===== config.mk =====
export PLATFORM = sky130hd
export DESIGN_NAME = robot_safety_supervisor
export DESIGN_NICKNAME = d
export VERILOG_FILES = /design/src/sv/rss_pkg.sv /design/src/sv/rss_core.sv /design/src/sv/rss_evq.sv /design/src/sv/robot_safety_supervisor.sv
export SDC_FILE = /design/constraint.sdc
export NUM_CORES = 2
export LEC_CHECK = 0
export BUFFER_PORTS_ARGS = -buffer_cell sky130_fd_sc_hd__buf_2
export CAP_MARGIN = 10
export CELL_PAD_IN_SITES_DETAIL_PLACEMENT = 1
export CELL_PAD_IN_SITES_GLOBAL_PLACEMENT = 1
export CORE_AREA = 2 2 277 415
export CTS_BUF_LIST = sky130_fd_sc_hd__clkbuf_4 sky130_fd_sc_hd__clkbuf_8 sky130_fd_sc_hd__clkbuf_16
export DETAILED_ROUTE_END_ITERATION = 12
export DIE_AREA = 0 0 279 417
export HOLD_SLACK_MARGIN = 0.03
export PLACE_DENSITY = 0.84
export SLEW_MARGIN = 20
export SYNTH_ARGS = -nofsm -noshare
export SYNTH_HDL_FRONTEND = slang
export SYNTH_SLANG_ARGS = --single-unit

===== constraint.sdc =====
create_clock -name clk -period 11.9 [get_ports clk]
set_clock_uncertainty 0.1 [all_clocks]
set_input_delay 3.57 -clock clk [delete_from_list [all_inputs] [get_ports clk]]
set_output_delay 3.57 -clock clk [all_outputs]
set_load 0.01 [all_outputs]

===== src/sv/rss_pkg.sv =====
// robot safety supervisor: shared types, codes and constants
// used by every module of the block; depends on nothing
`default_nettype none
package rss_pkg;

  localparam int TIME_BITS = 32;
  localparam int VAL_BITS  = 32;
  localparam int DIST_BITS = 20;
  localparam int TMO_BITS  = 24;
  localparam int POS_BITS  = 24;
  localparam int SPD_BITS  = 21;

  localparam int EVQ_DEPTH = 4;
  localparam int EVQ_AW    = $clog2(EVQ_DEPTH);
  localparam int EVQ_CW    = $clog2(EVQ_DEPTH + 1);

  typedef logic [TIME_BITS-1:0] time_t;

  typedef enum logic [1:0] {
    OP_TICK  = 2'd0,
    OP_SCENE = 2'd1,
    OP_CMD   = 2'd2,
    OP_CHECK = 2'd3
  } op_t;

  typedef enum logic [2:0] {
    EV_COMM  = 3'd0,
    EV_EMERG = 3'd1,
    EV_LANE  = 3'd2,
    EV_STUCK = 3'd3,
    EV_CLEAR = 3'd4
  } event_kind_t;

  localparam logic [1:0] SEV_INFO = 2'd0;
  localparam logic [1:0] SEV_WARN = 2'd1;
  localparam logic [1:0] SEV_CRIT = 2'd2;

  localparam logic [1:0] CFG_EMERG_DIST = 2'd0;
  localparam logic [1:0] CFG_STUCK_TMO  = 2'd1;
  localparam logic [1:0] CFG_LANE_TMO   = 2'd2;
  localparam logic [1:0] CFG_SCENE_TMO  = 2'd3;

  // bit positions in an event mask, in emission order
  localparam int EVB_COMM  = 0;
  localparam int EVB_EMERG = 1;
  localparam int EVB_LANE  = 2;
  localparam int EVB_STUCK = 3;
  localparam int EVB_CLEAR = 4;
  localparam int EVB_NUM   = 5;

  // movement threshold in mm, compared on the squared distance
  localparam int MOVE_MM = 5;

  typedef struct packed {
    logic [DIST_BITS-1:0] emergency_distance;
    logic [TMO_BITS-1:0]  stuck_timeout;
    logic [TMO_BITS-1:0]  lane_timeout;
    logic [TMO_BITS-1:0]  scene_timeout;
  } cfg_t;

  typedef struct packed {
    op_t                       op;
    logic                      scene_is_empty;
    logic                      opponent_detected;
    logic [DIST_BITS-1:0]      opponent_distance;
    logic                      lane_is_lost;
    logic signed [POS_BITS-1:0] pose_x;
    logic signed [POS_BITS-1:0] pose_y;
    logic signed [SPD_BITS-1:0] linear_speed;
    logic signed [SPD_BITS-1:0] turn_rate;
  } item_t;

  // all events of one check, emitted lowest mask bit first
  typedef struct packed {
    logic [EVB_NUM-1:0]   mask;
    time_t                age;
    logic [DIST_BITS-1:0] opp_mm;
    time_t                dur;
    time_t                stall;
  } bundle_t;

  function automatic logic [5:0] sq3(input logic [2:0] v);
    sq3 = 6'(v) * 6'(v);
  endfunction

endpackage
`default_nettype wire


===== src/sv/rss_core.sv =====
// robot safety supervisor: supervisor state and check evaluation
// depends on rss_pkg
`default_nettype none
module rss_core (
  input  wire logic            clk,
  input  wire logic            rst_n,
  input  wire rss_pkg::cfg_t   cfg,
  input  wire rss_pkg::item_t  item,
  input  wire logic            adv,
  output rss_pkg::bundle_t     bundle
);

  localparam int DW = rss_pkg::POS_BITS + 1;

  rss_pkg::time_t time_now_r, time_now_nxt;
  rss_pkg::time_t scene_stamp_r, scene_stamp_nxt;
  rss_pkg::time_t pose_change_stamp_r, pose_change_stamp_nxt;
  rss_pkg::time_t lane_loss_stamp_r, lane_loss_stamp_nxt;
  logic scene_seen_r, scene_seen_nxt;
  logic scene_empty_r, scene_empty_nxt;
  logic opp_det_r, opp_det_nxt;
  logic [rss_pkg::DIST_BITS-1:0] opp_dist_r, opp_dist_nxt;
  logic lane_gone_r, lane_gone_nxt;
  logic signed [rss_pkg::POS_BITS-1:0] pose_x_r, pose_x_nxt, pose_y_r, pose_y_nxt;
  logic signed [rss_pkg::POS_BITS-1:0] prev_x_r, prev_x_nxt, prev_y_r, prev_y_nxt;
  logic prev_valid_r, prev_valid_nxt;
  logic cmd_seen_r, cmd_seen_nxt;
  logic cmd_moving_r, cmd_moving_nxt;
  logic lane_active_r, lane_active_nxt;
  logic alert_r, alert_nxt;

  logic signed [rss_pkg::POS_BITS-1:0] px, py;
  logic signed [DW-1:0] dx, dy;
  logic [DW-1:0] adx, ady;
  logic moved;
  rss_pkg::time_t age, dur, stall;
  logic [rss_pkg::EVB_NUM-1:0] mask;

  function automatic rss_pkg::time_t scene_timeout_ext();
    scene_timeout_ext = rss_pkg::time_t'(cfg.scene_timeout);
  endfunction
  function automatic rss_pkg::time_t lane_timeout_ext();
    lane_timeout_ext = rss_pkg::time_t'(cfg.lane_timeout);
  endfunction
  function automatic rss_pkg::time_t stuck_timeout_ext();
    stuck_timeout_ext = rss_pkg::time_t'(cfg.stuck_timeout);
  endfunction

  always_comb begin
    px  = scene_empty_r ? '0 : pose_x_r;
    py  = scene_empty_r ? '0 : pose_y_r;
    dx  = DW'(px) - DW'(prev_x_r);
    dy  = DW'(py) - DW'(prev_y_r);
    adx = dx[DW-1] ? DW'(-dx) : DW'(dx);
    ady = dy[DW-1] ? DW'(-dy) : DW'(dy);
    moved = (adx > DW'(rss_pkg::MOVE_MM)) || (ady > DW'(rss_pkg::MOVE_MM)) ||
            (7'(rss_pkg::sq3(adx[2:0])) + 7'(rss_pkg::sq3(ady[2:0])) >
             7'(rss_pkg::MOVE_MM * rss_pkg::MOVE_MM));
    age   = time_now_r - scene_stamp_r;
    dur   = time_now_r - lane_loss_stamp_r;
    stall = time_now_r - pose_change_stamp_r;
  end

  always_comb begin
    mask = '0;
    if (scene_seen_r && age > scene_timeout_ext()) begin
      mask[rss_pkg::EVB_COMM] = 1'b1;
    end
    if (scene_seen_r && !scene_empty_r) begin
      if (opp_det_r && opp_dist_r < cfg.emergency_distance) begin
        mask[rss_pkg::EVB_EMERG] = 1'b1;
      end
      if (lane_gone_r && lane_active_r && dur > lane_timeout_ext()) begin
        mask[rss_pkg::EVB_LANE] = 1'b1;
      end
    end
    if (scene_seen_r && cmd_seen_r && cmd_moving_r && !(prev_valid_r && moved) &&
        stall > stuck_timeout_ext()) begin
      mask[rss_pkg::EVB_STUCK] = 1'b1;
    end
    if (mask == '0 && alert_r) begin
      mask[rss_pkg::EVB_CLEAR] = 1'b1;
    end
    bundle.mask   = mask;
    bundle.age    = age;
    bundle.opp_mm = opp_dist_r;
    bundle.dur    = dur;
    bundle.stall  = stall;
  end

  always_comb begin
    time_now_nxt          = time_now_r;
    scene_stamp_nxt       = scene_stamp_r;
    pose_change_stamp_nxt = pose_change_stamp_r;
    lane_loss_stamp_nxt   = lane_loss_stamp_r;
    scene_seen_nxt        = scene_seen_r;
    scene_empty_nxt       = scene_empty_r;
    opp_det_nxt           = opp_det_r;
    opp_dist_nxt          = opp_dist_r;
    lane_gone_nxt         = lane_gone_r;
    pose_x_nxt            = pose_x_r;
    pose_y_nxt            = pose_y_r;
    prev_x_nxt            = prev_x_r;
    prev_y_nxt            = prev_y_r;
    prev_valid_nxt        = prev_valid_r;
    cmd_seen_nxt          = cmd_seen_r;
    cmd_moving_nxt        = cmd_moving_r;
    lane_active_nxt       = lane_active_r;
    alert_nxt             = alert_r;
    case (item.op)
      rss_pkg::OP_TICK: begin
        time_now_nxt = time_now_r + 1'b1;
      end
      rss_pkg::OP_SCENE: begin
        scene_empty_nxt = item.scene_is_empty;
        opp_det_nxt     = item.opponent_detected;
        opp_dist_nxt    = item.opponent_distance;
        lane_gone_nxt   = item.lane_is_lost;
        pose_x_nxt      = item.pose_x;
        pose_y_nxt      = item.pose_y;
        scene_seen_nxt  = 1'b1;
        scene_stamp_nxt = time_now_r;
      end
      rss_pkg::OP_CMD: begin
        cmd_moving_nxt = (item.linear_speed > 21'sd1) || (item.linear_speed < -21'sd1) ||
                         (item.turn_rate > 21'sd10) || (item.turn_rate < -21'sd10);
        cmd_seen_nxt   = 1'b1;
      end
      rss_pkg::OP_CHECK: begin
        if (scene_seen_r && !scene_empty_r) begin
          if (lane_gone_r) begin
            if (!lane_active_r) begin
              lane_active_nxt     = 1'b1;
              lane_loss_stamp_nxt = time_now_r;
            end
          end else begin
            lane_active_nxt = 1'b0;
          end
        end
        if (scene_seen_r && cmd_seen_r) begin
          if (prev_valid_r && moved) begin
            pose_change_stamp_nxt = time_now_r;
          end
          prev_x_nxt     = px;
          prev_y_nxt     = py;
          prev_valid_nxt = 1'b1;
        end
        alert_nxt = (mask[rss_pkg::EVB_CLEAR-1:0] != '0);
      end
      default: begin
      end
    endcase
  end

  always_ff @(posedge clk) begin
    if (!rst_n) begin
      time_now_r          <= '0;
      scene_stamp_r       <= '0;
      pose_change_stamp_r <= '0;
      lane_loss_stamp_r   <= '0;
      scene_seen_r        <= 1'b0;
      scene_empty_r       <= 1'b0;
      opp_det_r           <= 1'b0;
      opp_dist_r          <= '0;
      lane_gone_r         <= 1'b0;
      pose_x_r            <= '0;
      pose_y_r            <= '0;
      prev_x_r            <= '0;
      prev_y_r            <= '0;
      prev_valid_r        <= 1'b0;
      cmd_seen_r          <= 1'b0;
      cmd_moving_r        <= 1'b0;
      lane_active_r       <= 1'b0;
      alert_r             <= 1'b0;
    end else if (adv) begin
      time_now_r          <= time_now_nxt;
      scene_stamp_r       <= scene_stamp_nxt;
      pose_change_stamp_r <= pose_change_stamp_nxt;
      lane_loss_stamp_r   <= lane_loss_stamp_nxt;
      scene_seen_r        <= scene_seen_nxt;
      scene_empty_r       <= scene_empty_nxt;
      opp_det_r           <= opp_det_nxt;
      opp_dist_r          <= opp_dist_nxt;
      lane_gone_r         <= lane_gone_nxt;
      pose_x_r            <= pose_x_nxt;
      pose_y_r            <= pose_y_nxt;
      prev_x_r            <= prev_x_nxt;
      prev_y_r            <= prev_y_nxt;
      prev_valid_r        <= prev_valid_nxt;
      cmd_seen_r          <= cmd_seen_nxt;
      cmd_moving_r        <= cmd_moving_nxt;
      lane_active_r       <= lane_active_nxt;
      alert_r             <= alert_nxt;
    end
  end

endmodule
`default_nettype wire


===== src/sv/rss_evq.sv =====
// robot safety supervisor: queue of check bundles and event serializer
// depends on rss_pkg
`default_nettype none
module rss_evq (
  input  wire logic                    clk,
  input  wire logic                    rst_n,
  input  wire logic                    push,
  input  wire rss_pkg::bundle_t        push_bundle,
  output logic                         full,
  output logic                         out_valid,
  input  wire logic                    out_ready,
  output logic [2:0]                   out_event_kind,
  output logic [1:0]                   out_severity_level,
  output logic [rss_pkg::VAL_BITS-1:0] out_measured_value,
  output logic                         out_last_event
);

  rss_pkg::bundle_t q_r [rss_pkg::EVQ_DEPTH];
  logic [rss_pkg::EVQ_AW-1:0] wr_r, rd_r;
  logic [rss_pkg::EVQ_CW-1:0] cnt_r, cnt_nxt;
  rss_pkg::bundle_t cur_r;
  logic [rss_pkg::EVB_NUM-1:0] cur_mask_r, cur_mask_nxt;
  logic [rss_pkg::EVB_NUM-1:0] low_bit;
  rss_pkg::event_kind_t kind;
  logic done, load;

  assign full      = (cnt_r == rss_pkg::EVQ_CW'(rss_pkg::EVQ_DEPTH));
  assign out_valid = (cur_mask_r != '0);
  assign low_bit   = cur_mask_r & (~cur_mask_r + 1'b1);
  assign done      = !out_valid || (out_ready && (cur_mask_r == low_bit));
  assign load      = done && (cnt_r != '0);

  always_comb begin
    if (cur_mask_r[rss_pkg::EVB_COMM]) begin
      kind = rss_pkg::EV_COMM;
    end else if (cur_mask_r[rss_pkg::EVB_EMERG]) begin
      kind = rss_pkg::EV_EMERG;
    end else if (cur_mask_r[rss_pkg::EVB_LANE]) begin
      kind = rss_pkg::EV_LANE;
    end else if (cur_mask_r[rss_pkg::EVB_STUCK]) begin
      kind = rss_pkg::EV_STUCK;
    end else begin
      kind = rss_pkg::EV_CLEAR;
    end
  end

  always_comb begin
    out_event_kind = kind;
    out_last_event = (cur_mask_r == low_bit);
    case (kind)
      rss_pkg::EV_COMM: begin
        out_severity_level = rss_pkg::SEV_CRIT;
        out_measured_value = rss_pkg::VAL_BITS'(cur_r.age);
      end
      rss_pkg::EV_EMERG: begin
        out_severity_level = rss_pkg::SEV_CRIT;
        out_measured_value = rss_pkg::VAL_BITS'(cur_r.opp_mm);
      end
      rss_pkg::EV_LANE: begin
        out_severity_level = rss_pkg::SEV_WARN;
        out_measured_value = rss_pkg::VAL_BITS'(cur_r.dur);
      end
      rss_pkg::EV_STUCK: begin
        out_severity_level = rss_pkg::SEV_WARN;
        out_measured_value = rss_pkg::VAL_BITS'(cur_r.stall);
      end
      default: begin
        out_severity_level = rss_pkg::SEV_INFO;
        out_measured_value = '0;
      end
    endcase
  end

  always_comb begin
    cnt_nxt = cnt_r + rss_pkg::EVQ_CW'(push) - rss_pkg::EVQ_CW'(load);
    if (load) begin
      cur_mask_nxt = q_r[rd_r].mask;
    end else if (done) begin
      cur_mask_nxt = '0;
    end else if (out_ready) begin
      cur_mask_nxt = cur_mask_r & ~low_bit;
    end else begin
      cur_mask_nxt = cur_mask_r;
    end
  end

  always_ff @(posedge clk) begin
    if (push) begin
      q_r[wr_r] <= push_bundle;
    end
    if (load) begin
      cur_r <= q_r[rd_r];
    end
  end

  always_ff @(posedge clk) begin
    if (!rst_n) begin
      wr_r       <= '0;
      rd_r       <= '0;
      cnt_r      <= '0;
      cur_mask_r <= '0;
    end else begin
      if (push) begin
        wr_r <= wr_r + 1'b1;
      end
      if (load) begin
        rd_r <= rd_r + 1'b1;
      end
      cnt_r      <= cnt_nxt;
      cur_mask_r <= cur_mask_nxt;
    end
  end

endmodule
`default_nettype wire


===== src/sv/robot_safety_supervisor.sv =====
// robot safety supervisor top level: input register, config registers,
// check evaluation (rss_core) and event output queue (rss_evq); uses rss_pkg
`default_nettype none
// Takes one item per cycle: ticks, scene reports, velocity commands and
// check requests. Every item passes through one input register and is
// evaluated there; a check that raises events stores them as one entry of
// a four-entry queue, and the output side hands them out one event per
// cycle while out_ready is high, in the order comm fail, emergency, lane
// lost, stuck (or a single clear), with last_event on the final one.
// Results pass the input register, the queue and the output register,
// and wait longer while earlier events are queued. Input is throttled
// only when the queue is full, i.e. the consumer takes fewer events per
// cycle than the checks produce. The user writes configuration through
// the cfg port, always ready, while no item is in flight; not enforced.
module robot_safety_supervisor (
  input  wire logic                             clk,
  input  wire logic                             rst_n,
  input  wire logic                             cfg_valid,
  output logic                                  cfg_ready,
  input  wire logic [1:0]                       cfg_index,
  input  wire logic [rss_pkg::TMO_BITS-1:0]     cfg_data,
  input  wire logic                             in_valid,
  output logic                                  in_ready,
  input  wire logic [1:0]                       in_operation,
  input  wire logic                             in_scene_is_empty,
  input  wire logic                             in_opponent_detected,
  input  wire logic [rss_pkg::DIST_BITS-1:0]    in_opponent_distance,
  input  wire logic                             in_lane_is_lost,
  input  wire logic signed [rss_pkg::POS_BITS-1:0] in_pose_x,
  input  wire logic signed [rss_pkg::POS_BITS-1:0] in_pose_y,
  input  wire logic signed [rss_pkg::SPD_BITS-1:0] in_linear_speed,
  input  wire logic signed [rss_pkg::SPD_BITS-1:0] in_turn_rate,
  output logic                                  out_valid,
  input  wire logic                             out_ready,
  output logic [2:0]                            out_event_kind,
  output logic [1:0]                            out_severity_level,
  output logic [rss_pkg::VAL_BITS-1:0]          out_measured_value,
  output logic                                  out_last_event
);

  rss_pkg::cfg_t    cfg_r;
  rss_pkg::item_t   item_r;
  logic             stage_v_r;
  logic             adv, full, push;
  rss_pkg::bundle_t bundle;

  assign cfg_ready = 1'b1;
  assign adv       = stage_v_r && ((item_r.op != rss_pkg::OP_CHECK) || !full);
  assign in_ready  = !stage_v_r || adv;
  assign push      = adv && (item_r.op == rss_pkg::OP_CHECK) && (bundle.mask != '0);

  always_ff @(posedge clk) begin
    if (!rst_n) begin
      cfg_r.emergency_distance <= rss_pkg::DIST_BITS'(150);
      cfg_r.stuck_timeout      <= rss_pkg::TMO_BITS'(5000);
      cfg_r.lane_timeout       <= rss_pkg::TMO_BITS'(3000);
      cfg_r.scene_timeout      <= rss_pkg::TMO_BITS'(2000);
    end else if (cfg_valid) begin
      case (cfg_index)
        rss_pkg::CFG_EMERG_DIST: cfg_r.emergency_distance <= cfg_data[rss_pkg::DIST_BITS-1:0];
        rss_pkg::CFG_STUCK_TMO:  cfg_r.stuck_timeout      <= cfg_data;
        rss_pkg::CFG_LANE_TMO:   cfg_r.lane_timeout       <= cfg_data;
        rss_pkg::CFG_SCENE_TMO:  cfg_r.scene_timeout      <= cfg_data;
        default: begin
        end
      endcase
    end
  end

  always_ff @(posedge clk) begin
    if (!rst_n) begin
      stage_v_r <= 1'b0;
    end else if (in_valid && in_ready) begin
      stage_v_r <= 1'b1;
    end else if (adv) begin
      stage_v_r <= 1'b0;
    end
  end

  always_ff @(posedge clk) begin
    if (in_valid && in_ready) begin
      item_r.op                <= rss_pkg::op_t'(in_operation);
      item_r.scene_is_empty    <= in_scene_is_empty;
      item_r.opponent_detected <= in_opponent_detected;
      item_r.opponent_distance <= in_opponent_distance;
      item_r.lane_is_lost      <= in_lane_is_lost;
      item_r.pose_x            <= in_pose_x;
      item_r.pose_y            <= in_pose_y;
      item_r.linear_speed      <= in_linear_speed;
      item_r.turn_rate         <= in_turn_rate;
    end
  end

  rss_core u_core (
    .clk    (clk),
    .rst_n  (rst_n),
    .cfg    (cfg_r),
    .item   (item_r),
    .adv    (adv),
    .bundle (bundle)
  );

  rss_evq u_evq (
    .clk                (clk),
    .rst_n              (rst_n),
    .push               (push),
    .push_bundle        (bundle),
    .full               (full),
    .out_valid          (out_valid),
    .out_ready          (out_ready),
    .out_event_kind     (out_event_kind),
    .out_severity_level (out_severity_level),
    .out_measured_value (out_measured_value),
    .out_last_event     (out_last_event)
  );

endmodule
`default_nettype wire


# Word-level counts from Yosys, hierarchy flattened
# Memory sizes are Yosys's and may differ from the RTL's. A register that Yosys moved wholly into a read port is not among the register bits.
# Index checks and enable logic that the tools add are counted.
word_totals:
  reg_bits: 589
  mem_bits_rw: 484
  input_bits: 146
  word_cells: 165
  n_memories: 1
classes:
  n_addsub: 14
  multipliers: 2
  order_cmp: 11
  eq_ne: 12
  mux: 26
  n_bitwise: 5
  reduce_logical: 54
memory_table:
  columns: ["name", "words", "width", "read_ports", "rd_clocked_by_memory_dff", "wr", "line_no", "rtl"]
  rows:
  - ["u_evq.q_r", 4, 121, 1, 1, 1, "rss_evq.sv:18", "rss_pkg::bundle_t q_r [rss_pkg::EVQ_DEPTH];"]
op_table:
  columns: ["operator", "n"]
  rows:
  - ["one-hot mux 32 bit (4 select lines)", 1]
  - ["greater-than comparator 32 x 24 -> 1 bit", 3]
  - ["subtractor 32 bit", 3]
  - ["greater-than comparator 25 x 3 -> 1 bit, second input constant", 2]
  - ["two-way mux 25 bit", 2]
  - ["negator 25 bit", 2]
  - ["subtractor 24 x 24 -> 25 bit", 2]
  - ["two-way mux 24 bit", 2]
  - ["adder 32 x 1 -> 32 bit, second input constant", 1]
  - ["greater-than comparator 21 x 2 -> 1 bit, second input constant", 1]
  - ["greater-than comparator 21 x 5 -> 1 bit, second input constant", 1]
  - ["< comparator 21 x 1 -> 1 bit, second input constant", 1]
  - ["< comparator 21 x 5 -> 1 bit, second input constant", 1]
  - ["< comparator 20 bit", 1]
  - ["logical AND 1 bit", 17]
  - ["AND reduction 2 bit", 8]
  - ["two-way mux 5 bit", 3]
  - ["multiplier 3 x 3 -> 6 bit", 2]
  - ["two-way mux 3 bit", 4]
  - ["AND 5 bit", 2]
  - ["two-way mux 1 bit", 10]
  - ["inverter 5 bit", 2]
  - ["nonzero test 5 bit", 2]
  - ["equality test 2 bit, second input constant", 4]
  - ["other kinds (27)", 47]

# Logic depth before layout (Yosys ltp)
logic_depth:
  depth_word: 20
  mapped_depth: 39
  mapped_depth_nobuf: 35

# By module
# A second synthesis with hierarchy kept.
hier_totals:
  hier_cells: 4449
  hier_area_um2: 51984.9
modules_own_cells:
  columns: ["mod", "n_inst", "cells_per_inst", "area_per_inst_um2", "seq_area_each_um2"]
  rows:
  - ["rss_core", 1, 3037, 22522.9, 5064.9]
  - ["rss_evq", 1, 940, 22425.3, 18297.5]
  - ["robot_safety_supervisor", 1, 472, 7036.7, 5315.1]

# Worst setup path after synthesis
# Ideal clock, no wire load.
synth_path:
  path_kind: "input to register"
  startpoint: "in out_ready"
  endpoint: "reg u_evq.cnt_r[2] (netlist bit)"
  setup_ps: 115
  arrival_time_ps: 11419
  setup_slack_ps: 266
  stages: 10
  path_buffers: 0
  path_cell_list: "inv_1 a21oi_1 ha_1 inv_1 ha_1 inv_1 fa_1 xnor2_1 xnor2_1 and2_1"
synth_via:
  elab_chain_cells: 4
synth_lines:
  columns: ["item", "line_no", "rtl"]
  rows:
  - ["start, declared", "robot_safety_supervisor.sv:34", "input wire logic out_ready,"]
  - ["logical AND 1 bit", "rss_evq.sv:30", "assign done = !out_valid || (out_ready && (cur_mask_r == low_bit));"]
  - ["logical OR 1 bit", "rss_evq.sv:30", null]
  - ["logical AND 1 bit", "rss_evq.sv:31", "assign load = done && (cnt_r != '0);"]
  - ["named net u_evq.load", "rss_evq.sv:25", "logic done, load;"]
  - ["subtractor 3 x 1 -> 3 bit", "rss_evq.sv:75", "cnt_nxt = cnt_r + rss_pkg::EVQ_CW'(push) - rss_pkg::EVQ_CW'(load);"]
  - ["end signal, assigned", "rss_evq.sv:109", "cnt_r <= cnt_nxt;"]
  - ["end, declared", "rss_evq.sv:20", "logic [rss_pkg::EVQ_CW-1:0] cnt_r, cnt_nxt;"]
# The timed path passes the listed nets, and every way through them passes these cells.
# A chain may end at the register's enable or synchronous reset.

# Worst setup path after layout
layout_path:
  startpoint: "reg u_core.scene_empty_r"
  endpoint: "mem u_evq.q_r[1][44] (netlist bit), enable pin"
layout_via:
  elab_chain_cells: 20
layout_lines:
  columns: ["item", "line_no", "rtl"]
  rows:
  - ["start, declared", "rss_core.sv:20", "logic scene_empty_r, scene_empty_nxt;"]
  - ["start signal, assigned", "rss_core.sv:181", "scene_empty_r <= scene_empty_nxt;"]
  - ["two-way mux 24 bit (on tied branches)", "rss_core.sv:50, rss_core.sv:51", null]
  - ["subtractor 24 x 24 -> 25 bit (on tied branches)", "rss_core.sv:52, rss_core.sv:53", null]
  - ["negator 25 bit (on tied branches)", "rss_core.sv:54, rss_core.sv:55", null]
  - ["two-way mux 25 bit (on tied branches)", "rss_core.sv:54, rss_core.sv:55", null]
  - ["multiplier 3 x 3 -> 6 bit", "rss_pkg.sv:83", "sq3 = 6'(v) * 6'(v);"]
  - ["adder 6 x 6 -> 7 bit", "rss_core.sv:57", "(7'(rss_pkg::sq3(adx[2:0])) + 7'(rss_pkg::sq3(ady[2:0])) >"]
  - ["greater-than comparator 7 x 5 -> 1 bit", "rss_core.sv:57", null]
  - ["logical OR 1 bit", "rss_core.sv:56", "moved = (adx > DW'(rss_pkg::MOVE_MM)) || (ady > DW'(rss_pkg::MOVE_MM)) ||"]
  - ["(+4 left out)", null, null]
  - ["two-way mux 1 bit", "rss_core.sv:77", "if (scene_seen_r && cmd_seen_r && cmd_moving_r && !(prev_valid_r && moved) &&"]
  - ["zero test 4 bit", "rss_core.sv:81", "if (mask == '0 && alert_r) begin"]
  - ["logical AND 1 bit", "rss_core.sv:81", null]
  - ["two-way mux 1 bit", "rss_core.sv:81", null]
  - ["nonzero test 5 bit (*)", "robot_safety_supervisor.sv:50", "assign push = adv && (item_r.op == rss_pkg::OP_CHECK) && (bundle.mask != '0);"]
  - ["logical AND 1 bit (*)", "robot_safety_supervisor.sv:50", null]
  - ["two-way mux 1 bit (*)", "rss_evq.sv:88", "if (push) begin"]
  - ["two-way mux 1 bit (not written as such) (*)", "rss_evq.sv:89", "q_r[wr_r] <= push_bundle;"]
  - ["end, declared", "rss_evq.sv:18", null]
# Every way passes the cells marked *; elsewhere a longest branch is shown, timed or not.

==> run_results.csv <==
group,metric,value,unit
yosys,synth.distinct_cells,103,
yosys,synth.yosys.warnings,0,
route,drt_wl_total,159300,µm
yosys,netlist.area_leader.share,41.70,%
grt,grtUsageTotal,27.15,%
yosys,synth_common_cells,"edfxtp_1, nand2_1, dfxtp_1",
floorplanning,die_w,279,µm
yosys,async_reset_ff_share,0,%
final_layout,nets,4968,
clock_network,cts_sinks,1075,
floorplanning,dieArea,116300,µm²
yosys,synth_area_leaders,"edfxtp_1, dfxtp_1, ha_1, mux4_2, nand2_1",
run,maxCapViolations,0,
yosys,avgSynthCellArea,11.61,µm²
critical_path,critPathArrivalTime,10.80,ns
yosys,synth_most_common_cell,"edfxtp_1",
yosys,yosysTopAreaCell,"edfxtp_1",
clock_network,h-tree-depth,3,
floorplanning,core_area,112800,µm²
route,ant_nets,0,
yosys,synth_cells,4435,
critical_path,path_max_fanout,51,
clock_network,ctsResizeCount,0,
status,status,"finished clean",
grt,grt_pass1_wl,240000,µm
timing,slew_headroom,24.18,%
clock_network,cts_setup_buffers,0,
timing,min_period_over_period,88.55,%
yosys,syn_area,51490,µm²
placement,io_buffer_count,185,
timing,finalHoldViolations,0,
pwr,leakagePower,21.36,nW
floorplanning,die-height,417,µm
floorplanning,start_util,45.65,%
grt,grt_pass1_vias,39150,
critical_path,crit_type,"reg2reg",
final_layout,final_cell_area,57420,µm²
clock_network,cts_tree,"done",
timing,drv_slew,0,
placement,place.gp.congestion,0.9000,
critical_path,slowest_stage,"and2_4",
placement,postPlaceCellArea,53860,µm²
grt,antenna_found_initial,11,
route,viasPerCell,6.002,
timing,fmax,0.09490,GHz
min_path,min_path_type,"reg2reg",
timing,rsz0062_at_grt,"no",
clock_network,cts-hold-fix-buffers,0,
critical_path,worst-r2r-setup-slack,1.36,ns
pwr,max-vdd-ir-drop,0.1794,mV
critical_path,crit_path_end_kind,"flip-flop",
placement,dp_hpwl,107900,µm
timing,worst_slew_pin_slew,1.129,ns
grt,grt_max_degree,177,
yosys,synth_edf_count,715,
final_layout,drive_gt1_share,12.71,%
yosys,synth_top_flop_cell,"edfxtp_1",
route,first_pass_iters,5,
yosys,yosys_register_bits,1075,
grt,grt_overflow_total,0,
critical_path,start_kind,"flip-flop",
yosys,yosysSeqAreaShare,55.69,%
final_layout,fillers,11640,
final_layout,utilization,50.91,%
yosys,synth.net_count,4838,
clock_network,clock_latency,0.72,ns
clock_network,clk_pin_slew,0.07,ns
clock_network,cts_buffers,99,
floorplanning,placement_rows,151,
critical_path,cpPeakStageDelay,0.77,ns
final_layout,area_growth,11.52,%
critical_path,worstPathRequired,12.16,ns
clock_network,clockRootBuffer,"clkbuf_16",
route,routedWlPerCell,26.08,µm
timing,fin_setup_tns,0,ns
route,dr.first_iter.drc_count,2745,
floorplanning,pin_count,187,
timing,period_needed,10.54,ns
route,drc,0,
pwr,p_per_area,169.3,nW/µm²
timing,setup_viol,0,
clock_network,clockBufferDepth,3,
route,vias,36670,
-- path summary, 6_finish.rpt --
| kind | start | endpoint | cells after the start |
|---|---|---|---|
| max | u_core.scene_empty_r | u_evq.q_r[1][44] | 29 |
| min reg2reg | u_core.lane_loss_stamp_r[5] | u_core.lane_loss_stamp_r[5] | 2 |
| max reg2reg | u_core.scene_empty_r | u_evq.q_r[1][44] | 29 |
| min | u_core.lane_loss_stamp_r[5] | u_core.lane_loss_stamp_r[5] | 2 |
-- cells by family (layout without fill, tap and decap cells) --
family,after synthesis,after routing,share of synthesized area [%]
AND/OR/NAND/NOR,1320,1320,12.05
flip-flops,1075,1075,55.69
AO/OA/AOI/OAI,966,966,13.25
buffers and inverters,489,705,3.718
adder cells (fa/ha/maj),257,257,6.361
multiplexers,173,173,6.308
XOR/XNOR,154,154,2.619
other,1,6,0.007283
-- metrics by stage --
step	total power, mW	hold slack (ns)	std cells	setup WS (ns)
6_report	9.719	0.3660	6109	1.363
5_1_grt	9.984	0.3843	6108	0.5991
4_1_cts	9.751	0.3702	6103	1.506
3_5_place_dp	6.244	0.3610	5916	1.684
3_3_place_gp	6.160	0.3519	5916	1.823
2_1_floorplan	5.632	0.3389	4435	0.2661
-- critical path, delay by kind of cell (launching register included) --
kind	cells	cell delay [ns]
AO/OA/AOI/OAI	14	4.46
adder cells (fa/ha/maj)	6	1.87
buffers and inverters	3	0.60
flip-flops	1	0.53
AND/OR/NAND/NOR	6	2.53
-- power by group --
group	total, mW	leakage (nW)	internal [mW]	switching [mW]
Sequential	4.55	9.65	4.36	0.197
Combinational	1.67	10.0	0.618	1.05
Clock	3.50	1.70	1.98	1.52
-- final cells by class --
type / count / area (µm²) / area share [%]
flip-flops and latches: 1075 / 28690 / 49.96
multi-input cells: 2871 / 20970 / 36.52
clock buffers: 124 / 2743 / 4.776
well taps: 1453 / 1818 / 3.166
repair buffers: 226 / 1301 / 2.266
inverters: 292 / 1096 / 1.909
clock inverters: 63 / 792.0 / 1.379
diodes: 5 / 12.51 / 0.02179
-- per-layer routing --
| metal | global-route usage (%) | wire length [µm] | part of all wire [%] |
|---|---|---|---|
| met5 | 0 | 21 | 0.013 |
| met4 | 15.34 | 9514 | 6.0 |
| met3 | 3.587 | 8449 | 5.3 |
| met2 | 49.95 | 83850 | 53 |
| met1 | 29.96 | 57480 | 36 |
-- cells in the final DEF (no fill, tap or decap), types with 111 or more instances in the layout --
master / instances
buf_2: 184
nand2_1: 675
mux4_2: 121
a21oi_1: 178
edfxtp_1: 715
dfxtp_1: 356
inv_1: 292
a21boi_0: 264
ha_1: 249
nor2_1: 152
o21ai_0: 111
-- registers in the layout (all words and copies together) (netlist names), 32 cells and up, named ones only --
name,flops
u_core.lane_loss_stamp_r,32
cfg_r,92
item_r,115
u_core.scene_stamp_r,32
u_evq.cur_r,116
u_evq.q_r,484
u_core.time_now_r,32
u_core.pose_change_stamp_r,32
Note: power is estimated with default switching activity, not from simulation.
